--- src/design/fbfl_ram.sv ---
// fbfl_ram: generic single write port, single read port ram with registered read
// contents undefined until written
// no dependencies
`default_nettype none

module fbfl_ram #(
    parameter int WIDTH = 8,
    parameter int DEPTH = 16
) (
    input  wire logic                     aclk,
    input  wire logic                     we,
    input  wire logic [$clog2(DEPTH)-1:0] waddr,
    input  wire logic [WIDTH-1:0]         wdata,
    input  wire logic [$clog2(DEPTH)-1:0] raddr,
    output logic      [WIDTH-1:0]         rdata
);

    logic [WIDTH-1:0] mem [DEPTH];

    always_ff @(posedge aclk) begin
        if (we) begin
            mem[waddr] <= wdata;
        end
        rdata <= mem[raddr];
    end

endmodule

`default_nettype wire

--- config.mk ---
export PLATFORM = sky130hd
export DESIGN_NAME = fbfl_ram
export DESIGN_NICKNAME = d
export VERILOG_FILES = /design/src/design/fbfl_ram.sv
export SDC_FILE = /design/constraint.sdc
export NUM_CORES = 1
export LEC_CHECK = 0
export BUFFER_PORTS_ARGS = -buffer_cell sky130_fd_sc_hd__buf_2
export CAP_MARGIN = 20
export CORE_MARGIN = 4
export CORE_UTILIZATION = 35
export DETAILED_ROUTE_END_ITERATION = 16
export PLACE_DENSITY = 0.57
export SLEW_MARGIN = 20
export SYNTH_ARGS = -nofsm -noshare
export SYNTH_HDL_FRONTEND = slang
export SYNTH_SLANG_ARGS = --single-unit
--- constraint.sdc ---
create_clock -name aclk -period 2.4 [get_ports aclk]
set_input_delay 0.48 -clock aclk [delete_from_list [all_inputs] [get_ports aclk]]
set_output_delay 0.48 -clock aclk [all_outputs]
set_load 0.01 [all_outputs]
==> out/summary.txt <==
violation count after the first detailed-route iteration: 237
largest net degree at the start of global routing: 33
Detail Route Antenna Nets: 0
Clock Sinks: 136
Clock Latency Late Sink: 0.42 ns
Sw Ratio: 0.203
Max Clock Skew: 0.00935 ns
Yosys reg bits: 136
post-synthesis mux area share: 0.150
core box area: 0.0145 mm^2
min Tclk post-route: 1.57 ns
Starting Density: 0.356
TritonCTS buffer count: 17
Crit. End Element: flip-flop
# IOs: 26
warnings from Yosys: 0
die height: 129 um
CTS resizes: 0
GRT overflow: 0
mapped cell area: 0.00515 mm^2
Tightest Pin Transition: 0.444 ns
Setup violations, final: 0
Compound-Gate Fraction of Synth Area: 0.0233
final max-slew violation count: 0
Post-Synth XOR/XNOR Area: 0
Die X: 129 um
Peak Freq: 0.636 GHz
vias in the first global route: 2540
PortBufs: 25
DR DRC count: 0
CTS tree: done
drt first pass iters: 4
Critical Path Source Type: primary input
Max transition margin: 0.704
Seq/Total Area, Yosys: 0.778
Power Total: 5.51 mW
first-pass GRT wire length: 15500 um
synth unique cells: 19
status: finished, final reports clean
Post-Route Setup TNS: 0 ns
antenna violations before repair: 0
CP max FO: 32
Peak VDD IR: 483 uV
Post-synth EDFFs: 128
fin crit share: 0.656
ANT cells: 0
FP Rows: 44
Area growth syn-to-layout: 20.8%
Longest Clk Path Bufs: 2
sequential fraction of design power: 0.485
Gate power share: 0.046
full die area: 0.0167 mm^2
CP Data Required Time: 2.70 ns
commonest cells after routing, fill and taps aside: edfxtp_1, buf_2, buf_4
unrepaired setup endpoints after global routing: false
Reg clk slew, reported paths: 0.06 ns
Synth area leaders: edfxtp_1, mux4_2, mux4_1
Final nets: 306
GRT Resource Usage Total: 0.133
Final Hold Viols: 0
Yosys top cell area share: 0.747
Int Power: 4.39 mW
Primary FF master, synth: edfxtp_1
Avg Cell Area, Syn: 22.5 um^2
Async SR Flop Fraction: 0
post-DP HPWL: 6410 um
pwr dens: 885 mW/mm^2
P_sw: 1.12 mW
Mapped Nets: 247
htree depth: 4
max_cap viols: 0
post-DR wirelength/cell: 20.8 um
Hold Crit Class: in -> reg
most common cell after layout, fill and taps aside: edfxtp_1
largest family of logic cells by synthesized area: multiplexers
Post-Synth Simple-Gate Area: 0.0318
CP Class: in -> reg
total number of vias: 2384
Worst Path Arrival: 1.87 ns
Adder-Cell Fraction of Synth Area: 0
Post-CTS Setup Inserts: 0
layout cells sized above 1: 0.326
gpl congestion: 0.752
post-synthesis instance total: 229
Post-Route WL: 10100 um
root buffer cell: clkbuf_16
power share of the clock group: 0.468
Leak Pwr: 2.10 nW
Yosys top cell by area: edfxtp_1
CTS Hold Buffers Added: 0
Avg Vias per Cell: 4.92
## worst max-delay path: stages
cell and delay (ns):
buf_2 0.10, buf_12 0.24, mux4_1 0.61, a22oi_1 0.31, nand2_1 0.08
## synth_stat cells (2+ instances only)
| cell | number |
|---|---|
| a22oi_1 | 16 |
| buf_2 | 3 |
| buf_6 | 3 |
| clkdlybuf4s25_2 | 3 |
| dfxtp_1 | 8 |
| edfxtp_1 | 128 |
| mux4_1 | 14 |
| mux4_2 | 18 |
| nand2_1 | 9 |
| nand2b_1 | 2 |
| nand3b_1 | 2 |
| nor2_1 | 13 |
| nor3_1 | 4 |
## per-layer routing
metal / global-route usage / up-vias / share of wire
met4: 0.0587 / 0 / 0.018
met3: 0.0433 / 19 / 0.052
met2: 0.187 / 57 / 0.44
met1: 0.190 / 1218 / 0.49
li1: - / 1090 / -
met5: 0 / - / 0
## per-stage QoR
step	hold WS [ns]	setup slack [ns]	cells	area, um^2	utilization
5_1_grt	0.446	0.738	485	6220	0.429
6_report	0.443	0.827	485	6220	0.429
3_3_place_gp	0.647	0.395	453	5630	0.389
2_1_floorplan	0.579	0.427	229	5150	-
4_1_cts	0.427	0.839	485	6220	0.429
3_5_place_dp	0.652	0.399	453	5630	0.389
## kinds of logic after synthesis
logic type,Yosys count
DFF,136
and+or+nand+nor,35
muxes,32
AOI/OAI and AO/OA,16
buffers and inverters,10
## area by class of cell
cell class	count	area, um^2
fillers	1242	8260
multi-input cells	83	1060
well taps	184	230
clock inverters	13	156
flip-flops and latches	136	4000
repair buffers	50	338
clock buffers	19	433
## final timing paths
path | from | endpoint | slack [ns] | cells past startpoint
worst max register to register | mem[1][0] | rdata[0] | 0.99 | 3
worst min-delay path | wdata[2] | mem[1][2] | 0.44 | 1
worst min register to register | mem[12][3] | rdata[3] | 0.66 | 3
worst max-delay path | raddr[0] | rdata[5] | 0.83 | 5
## registers in the layout (all words and copies together), names as in the netlist
name   count
rdata      8
mem      128
## power by group through the flow
| stage | Sequential, mW | Combinational (mW) | Clock, mW |
|---|---|---|---|
| after global placement | 2.72 | 0.254 | 0 |
| after floorplan | 2.72 | 0.135 | 0 |
| after CTS | 2.67 | 0.260 | 2.61 |
| final | 2.67 | 0.254 | 2.58 |
| after global routing | 2.68 | 0.279 | 2.74 |
| after detailed placement | 2.72 | 0.259 | 0 |
Power figures use the tool's default switching activity.
