==> src/design/fbfl_pkg.sv <==
// fbfl_pkg: shared types and constants for the fixed block free list allocator
// holds opcode, status and register index codes plus the config register struct
// no dependencies
`default_nettype none

package fbfl_pkg;

    localparam int POOL_BLOCKS_DEF = 1024;

    // fixed field widths
    localparam int OPCODE_W    = 2;
    localparam int IDX_IN_W    = 10;
    localparam int STATUS_W    = 2;
    localparam int ADDR_W      = 40;
    localparam int BASE_W      = 32;
    localparam int BSIZE_W     = 17;
    localparam int COUNT_W     = 11;
    localparam int CFG_IDX_W   = 2;
    localparam int CFG_DATA_W  = 32;

    // opcodes
    localparam logic [OPCODE_W-1:0] OP_ALLOC = 2'd0;
    localparam logic [OPCODE_W-1:0] OP_FREE  = 2'd1;
    localparam logic [OPCODE_W-1:0] OP_CLEAR = 2'd2;

    // result status
    localparam logic [STATUS_W-1:0] ST_OK    = 2'd0;
    localparam logic [STATUS_W-1:0] ST_EMPTY = 2'd1;
    localparam logic [STATUS_W-1:0] ST_RANGE = 2'd2;

    // config register indexes
    localparam logic [CFG_IDX_W-1:0] REG_POOL_BASE   = 2'd0;
    localparam logic [CFG_IDX_W-1:0] REG_BLOCK_SIZE  = 2'd1;
    localparam logic [CFG_IDX_W-1:0] REG_BLOCK_COUNT = 2'd2;

    // config reset values
    localparam logic [BASE_W-1:0]  POOL_BASE_RST   = 32'd0;
    localparam logic [BSIZE_W-1:0] BLOCK_SIZE_RST  = 17'd8;
    localparam logic [COUNT_W-1:0] BLOCK_COUNT_RST = 11'd1024;

    typedef struct packed {
        logic [BASE_W-1:0]  pool_base;
        logic [BSIZE_W-1:0] block_size_bytes;
        logic [COUNT_W-1:0] block_count;
    } cfg_t;

endpackage

`default_nettype wire

==> src/design/fbfl_cfg_regs.sv <==
// fbfl_cfg_regs: configuration registers of the allocator (base, block size, count)
// depends on fbfl_pkg
`default_nettype none

module fbfl_cfg_regs (
    input  wire logic                             aclk,
    input  wire logic                             aresetn,
    input  wire logic                             cfg_valid,
    output logic                                  cfg_ready,
    input  wire logic [fbfl_pkg::CFG_IDX_W-1:0]   cfg_index,
    input  wire logic [fbfl_pkg::CFG_DATA_W-1:0]  cfg_wdata,
    output fbfl_pkg::cfg_t                        cfg
);

    fbfl_pkg::cfg_t cfg_reg;

    assign cfg_ready = 1'b1;
    assign cfg       = cfg_reg;

    always_ff @(posedge aclk) begin
        if (!aresetn) begin
            cfg_reg.pool_base        <= fbfl_pkg::POOL_BASE_RST;
            cfg_reg.block_size_bytes <= fbfl_pkg::BLOCK_SIZE_RST;
            cfg_reg.block_count      <= fbfl_pkg::BLOCK_COUNT_RST;
        end else if (cfg_valid) begin
            unique case (cfg_index)
                fbfl_pkg::REG_POOL_BASE: begin
                    cfg_reg.pool_base <= cfg_wdata;
                end
                fbfl_pkg::REG_BLOCK_SIZE: begin
                    cfg_reg.block_size_bytes <= cfg_wdata[fbfl_pkg::BSIZE_W-1:0];
                end
                fbfl_pkg::REG_BLOCK_COUNT: begin
                    cfg_reg.block_count <= cfg_wdata[fbfl_pkg::COUNT_W-1:0];
                end
                default: begin
                    // unmapped index: write dropped
                end
            endcase
        end
    end

endmodule

`default_nettype wire

==> config.mk <==
export PLATFORM = sky130hd
export DESIGN_NAME = fbfl_cfg_regs
export DESIGN_NICKNAME = d
export VERILOG_FILES = /design/src/design/fbfl_pkg.sv /design/src/design/fbfl_cfg_regs.sv
export SDC_FILE = /design/constraint.sdc
export NUM_CORES = 1
export LEC_CHECK = 0
export ABC_AREA = 1
export BUFFER_PORTS_ARGS = -buffer_cell sky130_fd_sc_hd__buf_2
export CAP_MARGIN = 20
export CORE_MARGIN = 5
export CORE_UTILIZATION = 48
export CTS_CLUSTER_SIZE = 25
export DETAILED_ROUTE_END_ITERATION = 16
export GPL_TIMING_DRIVEN = 0
export PLACE_DENSITY = 0.81
export RECOVER_POWER = 50
export SLEW_MARGIN = 20
export SYNTH_ARGS = -nofsm -noshare
export SYNTH_HDL_FRONTEND = slang
export SYNTH_SLANG_ARGS = --single-unit
==> constraint.sdc <==
create_clock -name aclk -period 0.8 [get_ports aclk]
set_input_delay 0.08 -clock aclk [delete_from_list [all_inputs] [get_ports aclk]]
set_output_delay 0.08 -clock aclk [all_outputs]
set_load 0.1 [all_outputs]
==> flow_metrics.tcl <==
set metrics [dict create \
    yosysWarnings 0 \
    hold_class "in2reg" \
    slowest_delay_ns 0.39 \
    cts_root_buf "clkbuf_8" \
    fin_crit_ns 1.00 \
    synth_edf_count 0 \
    cts_buffers 9 \
    ys_top_cells_by_count "nand2_1, nor2_1, dfxtp_1, inv_1, nand3_1" \
    post-route-drc-count 0 \
    p_comb_share_pct 34.3 \
    gp_congestion 0.814 \
    num_rows 26 \
    status "finished with violations" \
    grt_pass1_wl_um 16900 \
    swShare_pct 40.0 \
    synth_nets 425 \
    crit_family "flip-flops" \
    seq_area_frac_synth_pct 46.8 \
    wl_um 13800 \
    period_share_pct 125 \
    timing.final.ws_setup_ns -0.203 \
    ys.flop_type "dfxtp_1" \
    slowest_stage "dfxtp_4" \
    cp.buffers_inverters 1 \
    drt_pass1_iterations 7 \
    timing_worst_slew_pin_value_ns 0.537 \
    die_h_um 83.2 \
    syn_avg_cell_area_um2 6.62 \
    async_reset_ff_share_pct 0 \
    synth_seq_cells 60 \
    critPathKind "reg2out" \
    power_density_nw_per_um2 1780 \
    finalSetupTns_ns -10.81 \
    drtIter0Drc 359 \
    nNetsFinal 561 \
    switchingPower_uw 3420 \
    max_cap_violations 0 \
    hold_viol_final 1 \
    violations "negative hold slack, negative setup slack" \
    max_slew_margin_pct 64.2 \
    route.detailed.wl_per_inst_um 23.0 \
    p_int_uw 5130 \
    clockPowerShare_pct 27.5 \
    grt_util_all_layers_pct 30.6 \
    vdd_ir_drop_max_v 0.00131 \
    grt_overflow 0 \
    ioPinCount 98 \
    worstPathRequired_ns 0.72 \
    start_util_pct 50.0 \
    rsz0062_at_grt "true" \
    cts_sinks 60 \
    yosysTopAreaCell "dfxtp_1" \
    whs_ns -0.00242 \
    core_um2 5140 \
    cts_tree "done" \
    antenna_found_initial 0 \
    seqPwrFrac_pct 38.2 \
    cts_buffer_depth 2 \
    port_buffers 95 \
    vias 3544 \
    synth_area_um2 2570 \
    synth_most_common_cell "nand2_1" \
    critPathMaxFanout 2 \
    h-tree-depth 3 \
    ant_nets 0 \
    cp_data_arrival_time_ns 0.92 \
    cts.clk_slew.worst_paths_ns 0.08 \
    die_w_um 83.2 \
    slew_viol_final 0 \
    synth_area_leaders "dfxtp_1, nand2_1, nor2_1" \
    end_kind "output port" \
    synth.distinct_cells 14 \
    critPathLaunchType "flip-flop" \
    worstSkewPairLatency_ns 0.34 \
    grt_max_degree 11 \
    syn_inst 388 \
    post-dp-hpwl_um 5120 \
    setup_viol 83 \
    n_antenna_cell 0 \
    syn_to_final_growth_pct 87.5 \
    synth_top_area_share_pct 46.8 \
    max_freq_mhz 997 \
    dieArea_um2 6910 \
    leakage_uw 0.00232 \
    grt_pass1_vias 3327 \
    drive_gt1_share_pct 50.5 \
    cp_cell_sequence "buf_12" \
    via_per_inst 5.94 \
    largest_reg_flops 60 \
    clock_skew_ns 0 \
]
## layer usage
layer  vias up  GRT usage (%)  part of all wire, %
met5         -              0                    0
met4         0           16.6                  9.3
met3       117           7.43                   10
met2       380           54.6                   48
met1      1614           33.1                   32
li1       1433              -                    -
## area by class of cell
cell class / instances / area [um2]
well taps: 70 / 87.6
clock buffers: 10 / 128
flip-flops and latches: 60 / 1430
plain buffers: 26 / 146
fillers: 165 / 323
repair buffers: 125 / 1710
multi-input cells: 242 / 1070
clock inverters: 4 / 18.8
inverters: 60 / 233
## per-stage QoR
stage                     total power [uW]  instance area (um2)  utilization (%)  worst slack, ns  cells
final                                 8550                 4820             93.7           -0.203    597
after global routing                  8690                 4820             93.7           -0.196    597
after CTS                             8040                 4620             89.8           -0.160    594
after detailed placement              5230                 3360             65.3           -0.249    553
after global placement                5200                 3360             65.3           -0.219    553
after floorplan                       4840                 2790                -          -0.0202    388
## power by group through the flow
stage	registers (uW)	logic, uW	clock network, uW
after floorplan	4350	497	0
after global placement	3200	2000	0
after detailed placement	3210	2020	0
after CTS	3230	2620	2200
after global routing	3270	3020	2400
final	3270	2930	2350
## logic make-up after synthesis
kind of cell / synth area share, %
AO/OA/AOI/OAI: 6.23
buffers and inverters: 13.9
flip-flops: 46.8
other: 0.146
AND/OR/NAND/NOR: 33.0
## timing repair
action                     in CTS  in global routing
pin swaps                       0                 16
buffers inserted               23                  8
hold buffers                    4                  0
hold endpoints to repair        4                  0
gates resized for setup       240                 63
setup endpoints to repair      60                101
## worst paths after layout
kind                        start              endpoint  slack, ns  depth (start not counted)
max          cfg[21]$_SDFFE_PN0P_               cfg[21]      -0.20                          1
min                  cfg_wdata[5]  cfg[16]$_SDFFE_PN0P_     -0.002                          3
max reg2reg  cfg[21]$_SDFFE_PN0P_  cfg[21]$_SDFFE_PN0P_      -0.14                          5
min reg2reg  cfg[56]$_SDFFE_PN0P_  cfg[56]$_SDFFE_PN0P_       0.53                          2
## cell usage in the layout (no fill, tap or decap)
cell type / n
dlygate4sd3_1: 4
dfxtp_4: 60
buf_2: 40
nor2_4: 1
buf_6: 23
a21oi_1: 31
nand4_1: 2
buf_12: 60
inv_1: 34
clkbuf_2: 7
buf_1: 1
clkbuf_8: 9
clkbuf_1: 3
buf_4: 12
clkbuf_4: 2
conb_1: 1
nand3_1: 33
a21oi_2: 1
nand2_2: 16
clkinv_2: 3
clkinv_1: 1
nor2_2: 3
inv_4: 3
inv_2: 23
nor2_1: 81
nand2_1: 70
nand3_2: 3
## worst register-to-register path, delay by kind of cell, from the launching register on
| family | cells | cell delay [ns] |
|---|---|---|
| buffers and inverters | 2 | 0.14 |
| DFF | 1 | 0.39 |
| and+or+nand+nor | 3 | 0.32 |
No activity file was read; power rests on OpenSTA's default activity.
