## config.mk

```make
export PLATFORM = sky130hd
export DESIGN_NAME = fbfl_ctrl
export DESIGN_NICKNAME = d
export VERILOG_FILES = /design/src/design/fbfl_pkg.sv /design/src/design/fbfl_ctrl.sv
export SDC_FILE = /design/constraint.sdc
export NUM_CORES = 1
export LEC_CHECK = 0
export BUFFER_PORTS_ARGS = -buffer_cell sky130_fd_sc_hd__buf_2
export CAP_MARGIN = 25
export CORE_MARGIN = 2
export CORE_UTILIZATION = 40
export CTS_BUF_LIST = sky130_fd_sc_hd__clkbuf_4 sky130_fd_sc_hd__clkbuf_8
export CTS_CLUSTER_DIAMETER = 80
export DETAILED_ROUTE_END_ITERATION = 8
export GPL_TIMING_DRIVEN = 0
export PLACE_DENSITY = 0.7
export SETUP_SLACK_MARGIN = 0.1
export SLEW_MARGIN = 20
export SYNTH_ARGS = -nofsm -noshare
export SYNTH_HDL_FRONTEND = slang
export SYNTH_SLANG_ARGS = --single-unit
```

## constraint.sdc

```tcl
create_clock -name aclk -period 8.18 [get_ports aclk]
set_clock_uncertainty 0.2 [all_clocks]
set_input_delay 1.227 -clock aclk [delete_from_list [all_inputs] [get_ports aclk]]
set_output_delay 1.227 -clock aclk [all_outputs]
set_load 0.03 [all_outputs]
```

## src/design/fbfl_pkg.sv

```systemverilog
// fbfl_pkg: shared types and constants for the fixed block free list allocator
// holds opcode, status and register index codes plus the config register struct
// no dependencies
`default_nettype none

package fbfl_pkg;

    localparam int POOL_BLOCKS_DEF = 1024;

    // fixed field widths
    localparam int OPCODE_W    = 2;
    localparam int IDX_IN_W    = 10;
    localparam int STATUS_W    = 2;
    localparam int ADDR_W      = 40;
    localparam int BASE_W      = 32;
    localparam int BSIZE_W     = 17;
    localparam int COUNT_W     = 11;
    localparam int CFG_IDX_W   = 2;
    localparam int CFG_DATA_W  = 32;

    // opcodes
    localparam logic [OPCODE_W-1:0] OP_ALLOC = 2'd0;
    localparam logic [OPCODE_W-1:0] OP_FREE  = 2'd1;
    localparam logic [OPCODE_W-1:0] OP_CLEAR = 2'd2;

    // result status
    localparam logic [STATUS_W-1:0] ST_OK    = 2'd0;
    localparam logic [STATUS_W-1:0] ST_EMPTY = 2'd1;
    localparam logic [STATUS_W-1:0] ST_RANGE = 2'd2;

    // config register indexes
    localparam logic [CFG_IDX_W-1:0] REG_POOL_BASE   = 2'd0;
    localparam logic [CFG_IDX_W-1:0] REG_BLOCK_SIZE  = 2'd1;
    localparam logic [CFG_IDX_W-1:0] REG_BLOCK_COUNT = 2'd2;

    // config reset values
    localparam logic [BASE_W-1:0]  POOL_BASE_RST   = 32'd0;
    localparam logic [BSIZE_W-1:0] BLOCK_SIZE_RST  = 17'd8;
    localparam logic [COUNT_W-1:0] BLOCK_COUNT_RST = 11'd1024;

    typedef struct packed {
        logic [BASE_W-1:0]  pool_base;
        logic [BSIZE_W-1:0] block_size_bytes;
        logic [COUNT_W-1:0] block_count;
    } cfg_t;

endpackage

`default_nettype wire

```

## src/design/fbfl_ctrl.sv

```systemverilog
// fbfl_ctrl: free list control, head and fresh counter, address multiply, result register
// drives the link ram (read head link, write on free); depends on fbfl_pkg
`default_nettype none

module fbfl_ctrl #(
    parameter int POOL_BLOCKS = fbfl_pkg::POOL_BLOCKS_DEF
) (
    input  wire logic                                    aclk,
    input  wire logic                                    aresetn,
    input  wire fbfl_pkg::cfg_t                          cfg,
    input  wire logic                                    s_valid,
    output logic                                         s_ready,
    input  wire logic [fbfl_pkg::OPCODE_W-1:0]           s_opcode,
    input  wire logic [fbfl_pkg::IDX_IN_W-1:0]           s_block_index,
    output logic                                         m_valid,
    input  wire logic                                    m_ready,
    output logic      [fbfl_pkg::STATUS_W-1:0]           m_status,
    output logic      [fbfl_pkg::IDX_IN_W-1:0]           m_granted_index,
    output logic      [fbfl_pkg::ADDR_W-1:0]             m_granted_address,
    output logic                                         m_any_free,
    output logic                                         ram_we,
    output logic      [$clog2(POOL_BLOCKS)-1:0]          ram_waddr,
    output logic      [$clog2(POOL_BLOCKS+1)-1:0]        ram_wdata,
    output logic      [$clog2(POOL_BLOCKS)-1:0]          ram_raddr,
    input  wire logic [$clog2(POOL_BLOCKS+1)-1:0]        ram_rdata
);

    localparam int IDX_W  = $clog2(POOL_BLOCKS);
    localparam int LINK_W = $clog2(POOL_BLOCKS + 1);
    localparam int CNT_W  = (LINK_W > fbfl_pkg::COUNT_W) ? LINK_W : fbfl_pkg::COUNT_W;
    localparam int PROD_W = IDX_W + fbfl_pkg::BSIZE_W;

    localparam logic [CNT_W-1:0]  POOL_CNT  = CNT_W'(POOL_BLOCKS);
    localparam logic [LINK_W-1:0] NULL_LINK = LINK_W'(POOL_BLOCKS);

    localparam logic ST_IDLE = 1'b0;
    localparam logic ST_EXEC = 1'b1;

    logic                            state_reg, state_next;
    logic [LINK_W-1:0]               free_head_reg, free_head_next;
    logic [LINK_W-1:0]               fresh_next_reg, fresh_next_next;
    logic [fbfl_pkg::OPCODE_W-1:0]   op_reg;
    logic [fbfl_pkg::IDX_IN_W-1:0]   idx_reg;
    logic [PROD_W-1:0]               prod_reg;

    logic                            m_valid_reg;
    logic [fbfl_pkg::STATUS_W-1:0]   status_reg, status_next;
    logic [fbfl_pkg::IDX_IN_W-1:0]   gidx_reg, gidx_next;
    logic [fbfl_pkg::ADDR_W-1:0]     gaddr_reg, gaddr_next;
    logic                            any_free_reg, any_free_next;

    logic                            accept;
    logic                            commit;
    logic [CNT_W-1:0]                eff_count;
    logic                            head_valid;
    logic                            fresh_ok;
    logic                            free_ok;
    logic                            granted;
    logic [IDX_W-1:0]                alloc_idx;
    logic [CNT_W-1:0]                alloc_idx_ext;
    logic [CNT_W-1:0]                idx_in_ext;
    logic [LINK_W-1:0]               free_link;

    assign s_ready = (state_reg == ST_IDLE);
    assign accept  = s_valid && s_ready;
    // a finished item only retires when the output register can take it
    assign commit  = (state_reg == ST_EXEC) && (!m_valid_reg || m_ready);

    assign eff_count  = (CNT_W'(cfg.block_count) > POOL_CNT) ? POOL_CNT
                                                              : CNT_W'(cfg.block_count);
    assign head_valid = (free_head_reg < NULL_LINK);
    assign fresh_ok   = (CNT_W'(fresh_next_reg) < eff_count);
    assign idx_in_ext = CNT_W'(idx_reg);
    assign free_ok    = (idx_in_ext < eff_count);
    assign free_link  = idx_in_ext[LINK_W-1:0];

    // head and fresh counter do not move between accept and retire
    assign alloc_idx     = head_valid ? free_head_reg[IDX_W-1:0] : fresh_next_reg[IDX_W-1:0];
    assign alloc_idx_ext = CNT_W'(alloc_idx);

    // link of the current head is read every cycle, valid in the next cycle
    assign ram_raddr = free_head_reg[IDX_W-1:0];
    assign ram_waddr = idx_in_ext[IDX_W-1:0];
    assign ram_wdata = free_head_reg;

    always_comb begin
        free_head_next  = free_head_reg;
        fresh_next_next = fresh_next_reg;
        status_next     = fbfl_pkg::ST_OK;
        granted         = 1'b0;
        ram_we          = 1'b0;
        unique case (op_reg)
            fbfl_pkg::OP_ALLOC: begin
                if (head_valid) begin
                    free_head_next = ram_rdata;
                    granted        = 1'b1;
                end else if (fresh_ok) begin
                    fresh_next_next = LINK_W'(fresh_next_reg + 1'b1);
                    granted         = 1'b1;
                end else begin
                    status_next = fbfl_pkg::ST_EMPTY;
                end
            end
            fbfl_pkg::OP_FREE: begin
                if (free_ok) begin
                    ram_we         = commit;
                    free_head_next = free_link;
                end else begin
                    status_next = fbfl_pkg::ST_RANGE;
                end
            end
            fbfl_pkg::OP_CLEAR: begin
                free_head_next  = NULL_LINK;
                fresh_next_next = '0;
            end
            default: begin
                // no operation
            end
        endcase

        gidx_next     = granted ? alloc_idx_ext[fbfl_pkg::IDX_IN_W-1:0] : '0;
        gaddr_next    = granted ? (fbfl_pkg::ADDR_W'(cfg.pool_base)
                                   + fbfl_pkg::ADDR_W'(prod_reg)) : '0;
        any_free_next = (free_head_next < NULL_LINK)
                     || (CNT_W'(fresh_next_next) < eff_count);
    end

    always_comb begin
        state_next = state_reg;
        unique case (state_reg)
            ST_IDLE: begin
                if (accept) begin
                    state_next = ST_EXEC;
                end
            end
            ST_EXEC: begin
                if (commit) begin
                    state_next = ST_IDLE;
                end
            end
            default: begin
                state_next = ST_IDLE;
            end
        endcase
    end

    always_ff @(posedge aclk) begin
        if (!aresetn) begin
            state_reg      <= ST_IDLE;
            free_head_reg  <= NULL_LINK;
            fresh_next_reg <= '0;
            m_valid_reg    <= 1'b0;
        end else begin
            state_reg <= state_next;
            if (commit) begin
                free_head_reg  <= free_head_next;
                fresh_next_reg <= fresh_next_next;
                m_valid_reg    <= 1'b1;
            end else if (m_ready) begin
                m_valid_reg <= 1'b0;
            end
        end
    end

    // item payload and the index times size product
    always_ff @(posedge aclk) begin
        if (accept) begin
            op_reg   <= s_opcode;
            idx_reg  <= s_block_index;
            prod_reg <= PROD_W'(alloc_idx * cfg.block_size_bytes);
        end
        if (commit) begin
            status_reg   <= status_next;
            gidx_reg     <= gidx_next;
            gaddr_reg    <= gaddr_next;
            any_free_reg <= any_free_next;
        end
    end

    assign m_valid           = m_valid_reg;
    assign m_status          = status_reg;
    assign m_granted_index   = gidx_reg;
    assign m_granted_address = gaddr_reg;
    assign m_any_free        = any_free_reg;

    a_head_range: assert property (@(posedge aclk) disable iff (!aresetn)
        free_head_reg <= NULL_LINK)
        else $error("free list head beyond null marker");

    a_fresh_range: assert property (@(posedge aclk) disable iff (!aresetn)
        fresh_next_reg <= NULL_LINK)
        else $error("fresh block counter beyond pool size");

    a_retire_shows: assert property (@(posedge aclk) disable iff (!aresetn)
        commit |=> m_valid_reg)
        else $error("retired item not presented on result channel");

    a_free_pushes: assert property (@(posedge aclk) disable iff (!aresetn)
        (commit && op_reg == fbfl_pkg::OP_FREE && free_ok)
        |=> free_head_reg == $past(free_link))
        else $error("freed block did not become list head");

    a_busy_blocks: assert property (@(posedge aclk) disable iff (!aresetn)
        (state_reg == ST_EXEC && !commit) |=> (state_reg == ST_EXEC) && !s_ready)
        else $error("item dropped while waiting for result slot");

endmodule

`default_nettype wire

```

==> results.sh <==
export IMPL_status="complete, no violations"
export IMPL_finalSetupViolCount=0
export IMPL_yosys_most_used_dff="edfxtp_1"
export IMPL_overflow=0
export IMPL_layout_drive_gt1_share_pct=15.50
export IMPL_syn_to_final_growth_pct=12.83
export IMPL_via_per_inst=5.268
export IMPL_antenna_found_initial=3
export IMPL_largest_reg_flops=33
export IMPL_insertion_delay_ns=0.40
export IMPL_max_freq_mhz=131.7
export IMPL_synth_seq_cells=109
export IMPL_final_cell_mix="buf_2 (154), inv_1 (136), fa_1 (119), ha_1 (119), nand2_1 (104)"
export IMPL_timing_final_crit_period_ns=7.594
export IMPL_clock_sinks=109
export IMPL_dp_slack_ns=-0.1110
export IMPL_dp_hpwl_um=23920
export IMPL_critPathLaunchType="register"
export IMPL_gp_congestion=0.9229
export IMPL_cts_buffers=9
export IMPL_p_leak_uw=0.006575
export IMPL_die_w_um=176.3
export IMPL_ys_warn_count=0
export IMPL_wl_per_cell_um=16.60
export IMPL_finalCritPeriodShare_pct=92.84
export IMPL_slew_headroom_pct=45.10
export IMPL_syn_avg_cell_area_um2=9.634
export IMPL_die_area_um2=31090
export IMPL_clk_pin_slew_worst_paths_ns=0.12
export IMPL_grt_use_total_pct=19.37
export IMPL_synthesis_area_um2=11880
export IMPL_cts_max_level=3
export IMPL_via_count=9478
export IMPL_worstPathArrival_ns=7.55
export IMPL_highest_signal_layer="met4"
export IMPL_maxSlewViolCount=0
export IMPL_timing_hold_ws_ns=0.3301
export IMPL_vdd_drop_max_mv=0.08406
export IMPL_ctsResizeCount=4
export IMPL_first_pass_iters=5
export IMPL_met2_length_um=14570
export IMPL_place_inst=1781
export IMPL_first_global_vias=9498
export IMPL_final_common_cell="buf_2"
export IMPL_grt_pass1_wl_um=47800
export IMPL_wl_met3_um=1444
export IMPL_instances_no_fill=1799
export IMPL_routed_wl_um=29860
export IMPL_nNetsFinal=1726
export IMPL_cap_violations=0
export IMPL_placed_area_um2=13180
export IMPL_cts_root_buf="clkbuf_8"
export IMPL_rsz0062_at_grt="no"
export IMPL_critPathCaptureType="register"
export IMPL_start_util_pct=40.40
export IMPL_dr_first_iter_drc_count=525
export IMPL_max_clock_path_buffers=2
export IMPL_synth_edf_count=85
export IMPL_finalPower_uw=1469
export IMPL_crit_required_ns=8.14
export IMPL_ys_types=69
export IMPL_pin_count=174
export IMPL_drt_met1_wl_um=13180
export IMPL_design_core_area_um2=29400
export IMPL_async_flop_share_pct=0
export IMPL_seq_area_frac_synth_pct=25.53
export IMPL_postCtsSetupBuffers=0
export IMPL_cts_tree="done"
export IMPL_fin_ws_ns=0.5859
export IMPL_grt_max_degree=54
export IMPL_syn_inst=1233
export IMPL_worst_pin_slew_ns=0.8148
export IMPL_min_path_type="reg2reg"
export IMPL_drc=0
export IMPL_ant_nets=0
export IMPL_crit_type="reg2reg"
export IMPL_power_density_nw_per_um2=109.6
export IMPL_hold_buffers=0
export IMPL_crit_fanout=10
export IMPL_rows=63
export IMPL_hold_viol_final=0
export IMPL_fin_area_um2=13400
export IMPL_die_h_um=176.3
export IMPL_portBuffers=151
-- synth_stat cells, types with 4 or more instances --
master | count | area, um^2
or3_1 | 8 | 50.05
a211o_1 | 5 | 43.79
dfxtp_1 | 24 | 480.5
nand4_1 | 8 | 50.05
ha_1 | 119 | 1489
nand2_1 | 104 | 390.4
a21boi_0 | 7 | 52.55
o21bai_1 | 9 | 67.56
mux2_2 | 7 | 78.83
and3_1 | 10 | 62.56
a21o_1 | 35 | 262.8
o21ai_0 | 50 | 250.2
edfxtp_1 | 85 | 2552
nor2b_1 | 55 | 344.1
xor2_1 | 24 | 210.2
a21oi_1 | 40 | 200.2
nor2_1 | 87 | 326.6
o211ai_1 | 7 | 52.55
nor3b_1 | 4 | 30.03
buf_1 | 20 | 75.07
nand2b_1 | 19 | 118.9
a41oi_1 | 6 | 52.55
o21a_1 | 8 | 60.06
mux2i_1 | 4 | 40.04
clkbuf_1 | 22 | 82.58
a31oi_1 | 6 | 37.54
inv_1 | 136 | 510.5
a221oi_1 | 10 | 87.58
xnor2_1 | 32 | 280.3
buf_4 | 18 | 135.1
fa_1 | 119 | 2382
and4_1 | 5 | 43.79
nand3_1 | 12 | 60.06
a211oi_1 | 10 | 75.07
and2_1 | 55 | 344.1
nor3_1 | 13 | 65.06
-- routing by layer --
| metal | up-vias | global-route usage (%) |
|---|---|---|
| met5 | - | 0 |
| met4 | 0 | 6.921 |
| met3 | 41 | 2.519 |
| met2 | 262 | 32.86 |
| met1 | 4661 | 25.42 |
| li1 | 4514 | - |
-- report_power, final --
group / total (uW) / leakage, uW / internal (uW) / switching, uW
combinational: 484 / 0.00545 / 179 / 305
sequential: 661 / 0.00103 / 642 / 18.8
clock: 324 / 0.0000959 / 115 / 208
total: 1470 / 0.00658 / 936 / 532
-- final cells by class --
cell class	instances	area (um^2)
fillers	2815	16000
inverters	137	516.7
flip-flops and latches	109	3033
diodes	3	7.507
well taps	390	488.0
plain buffers	59	295.3
clock buffers	9	123.9
clock inverters	7	56.30
repair buffers	153	780.7
multi-input cells	932	8102
-- stage by stage --
| step | util, % | setup TNS (ns) |
|---|---|---|
| 6_report | 45.58 | 0 |
| 4_1_cts | 45.47 | 0 |
| 3_5_place_dp | 44.81 | -0.1110 |
| 5_1_grt | 45.58 | 0 |
| 2_1_floorplan | - | 0 |
| 3_3_place_gp | 44.71 | -0.009258 |
-- critical path: stages, from the launching register on --
cell      delay [ns]
dfxtp_1         0.36
clkbuf_1        0.34
buf_2           0.42
mux2i_4         0.49
clkbuf_2        0.37
nand2b_1        0.18
fa_1            0.43
fa_1            0.49
inv_1           0.06
fa_1            0.50
fa_1            0.54
inv_1           0.05
fa_1            0.52
inv_1           0.04
ha_1            0.37
a211o_1         0.28
o21ai_0         0.43
o21ai_0         0.36
a31oi_1         0.30
o21ai_0         0.16
o41ai_1         0.32
xnor2_1         0.13
-- kinds of logic after synthesis --
family | Yosys count | share of synthesized area [%]
compound gates | 226 | 13.01
xor+xnor | 56 | 4.129
other cells | 1 | 0.03157
simple gates | 394 | 16.87
buf+inv | 198 | 6.836
mux | 11 | 1.001
flops | 109 | 25.53
fa+ha+maj | 238 | 32.59
-- worst paths after layout --
kind | start | to | slack, ns | cells past startpoint
max reg2reg | ram_wdata[10]$_SDFFE_PN1P_ | prod_reg[26]$_DFFE_PP_ | 0.59 | 21
min reg2reg | m_valid$_SDFFE_PN0P_ | m_valid$_SDFFE_PN0P_ | 0.33 | 2
max | ram_wdata[10]$_SDFFE_PN1P_ | prod_reg[26]$_DFFE_PP_ | 0.59 | 21
min | m_valid$_SDFFE_PN0P_ | m_valid$_SDFFE_PN0P_ | 0.33 | 2
Note: power is estimated with default switching activity, not from simulation.
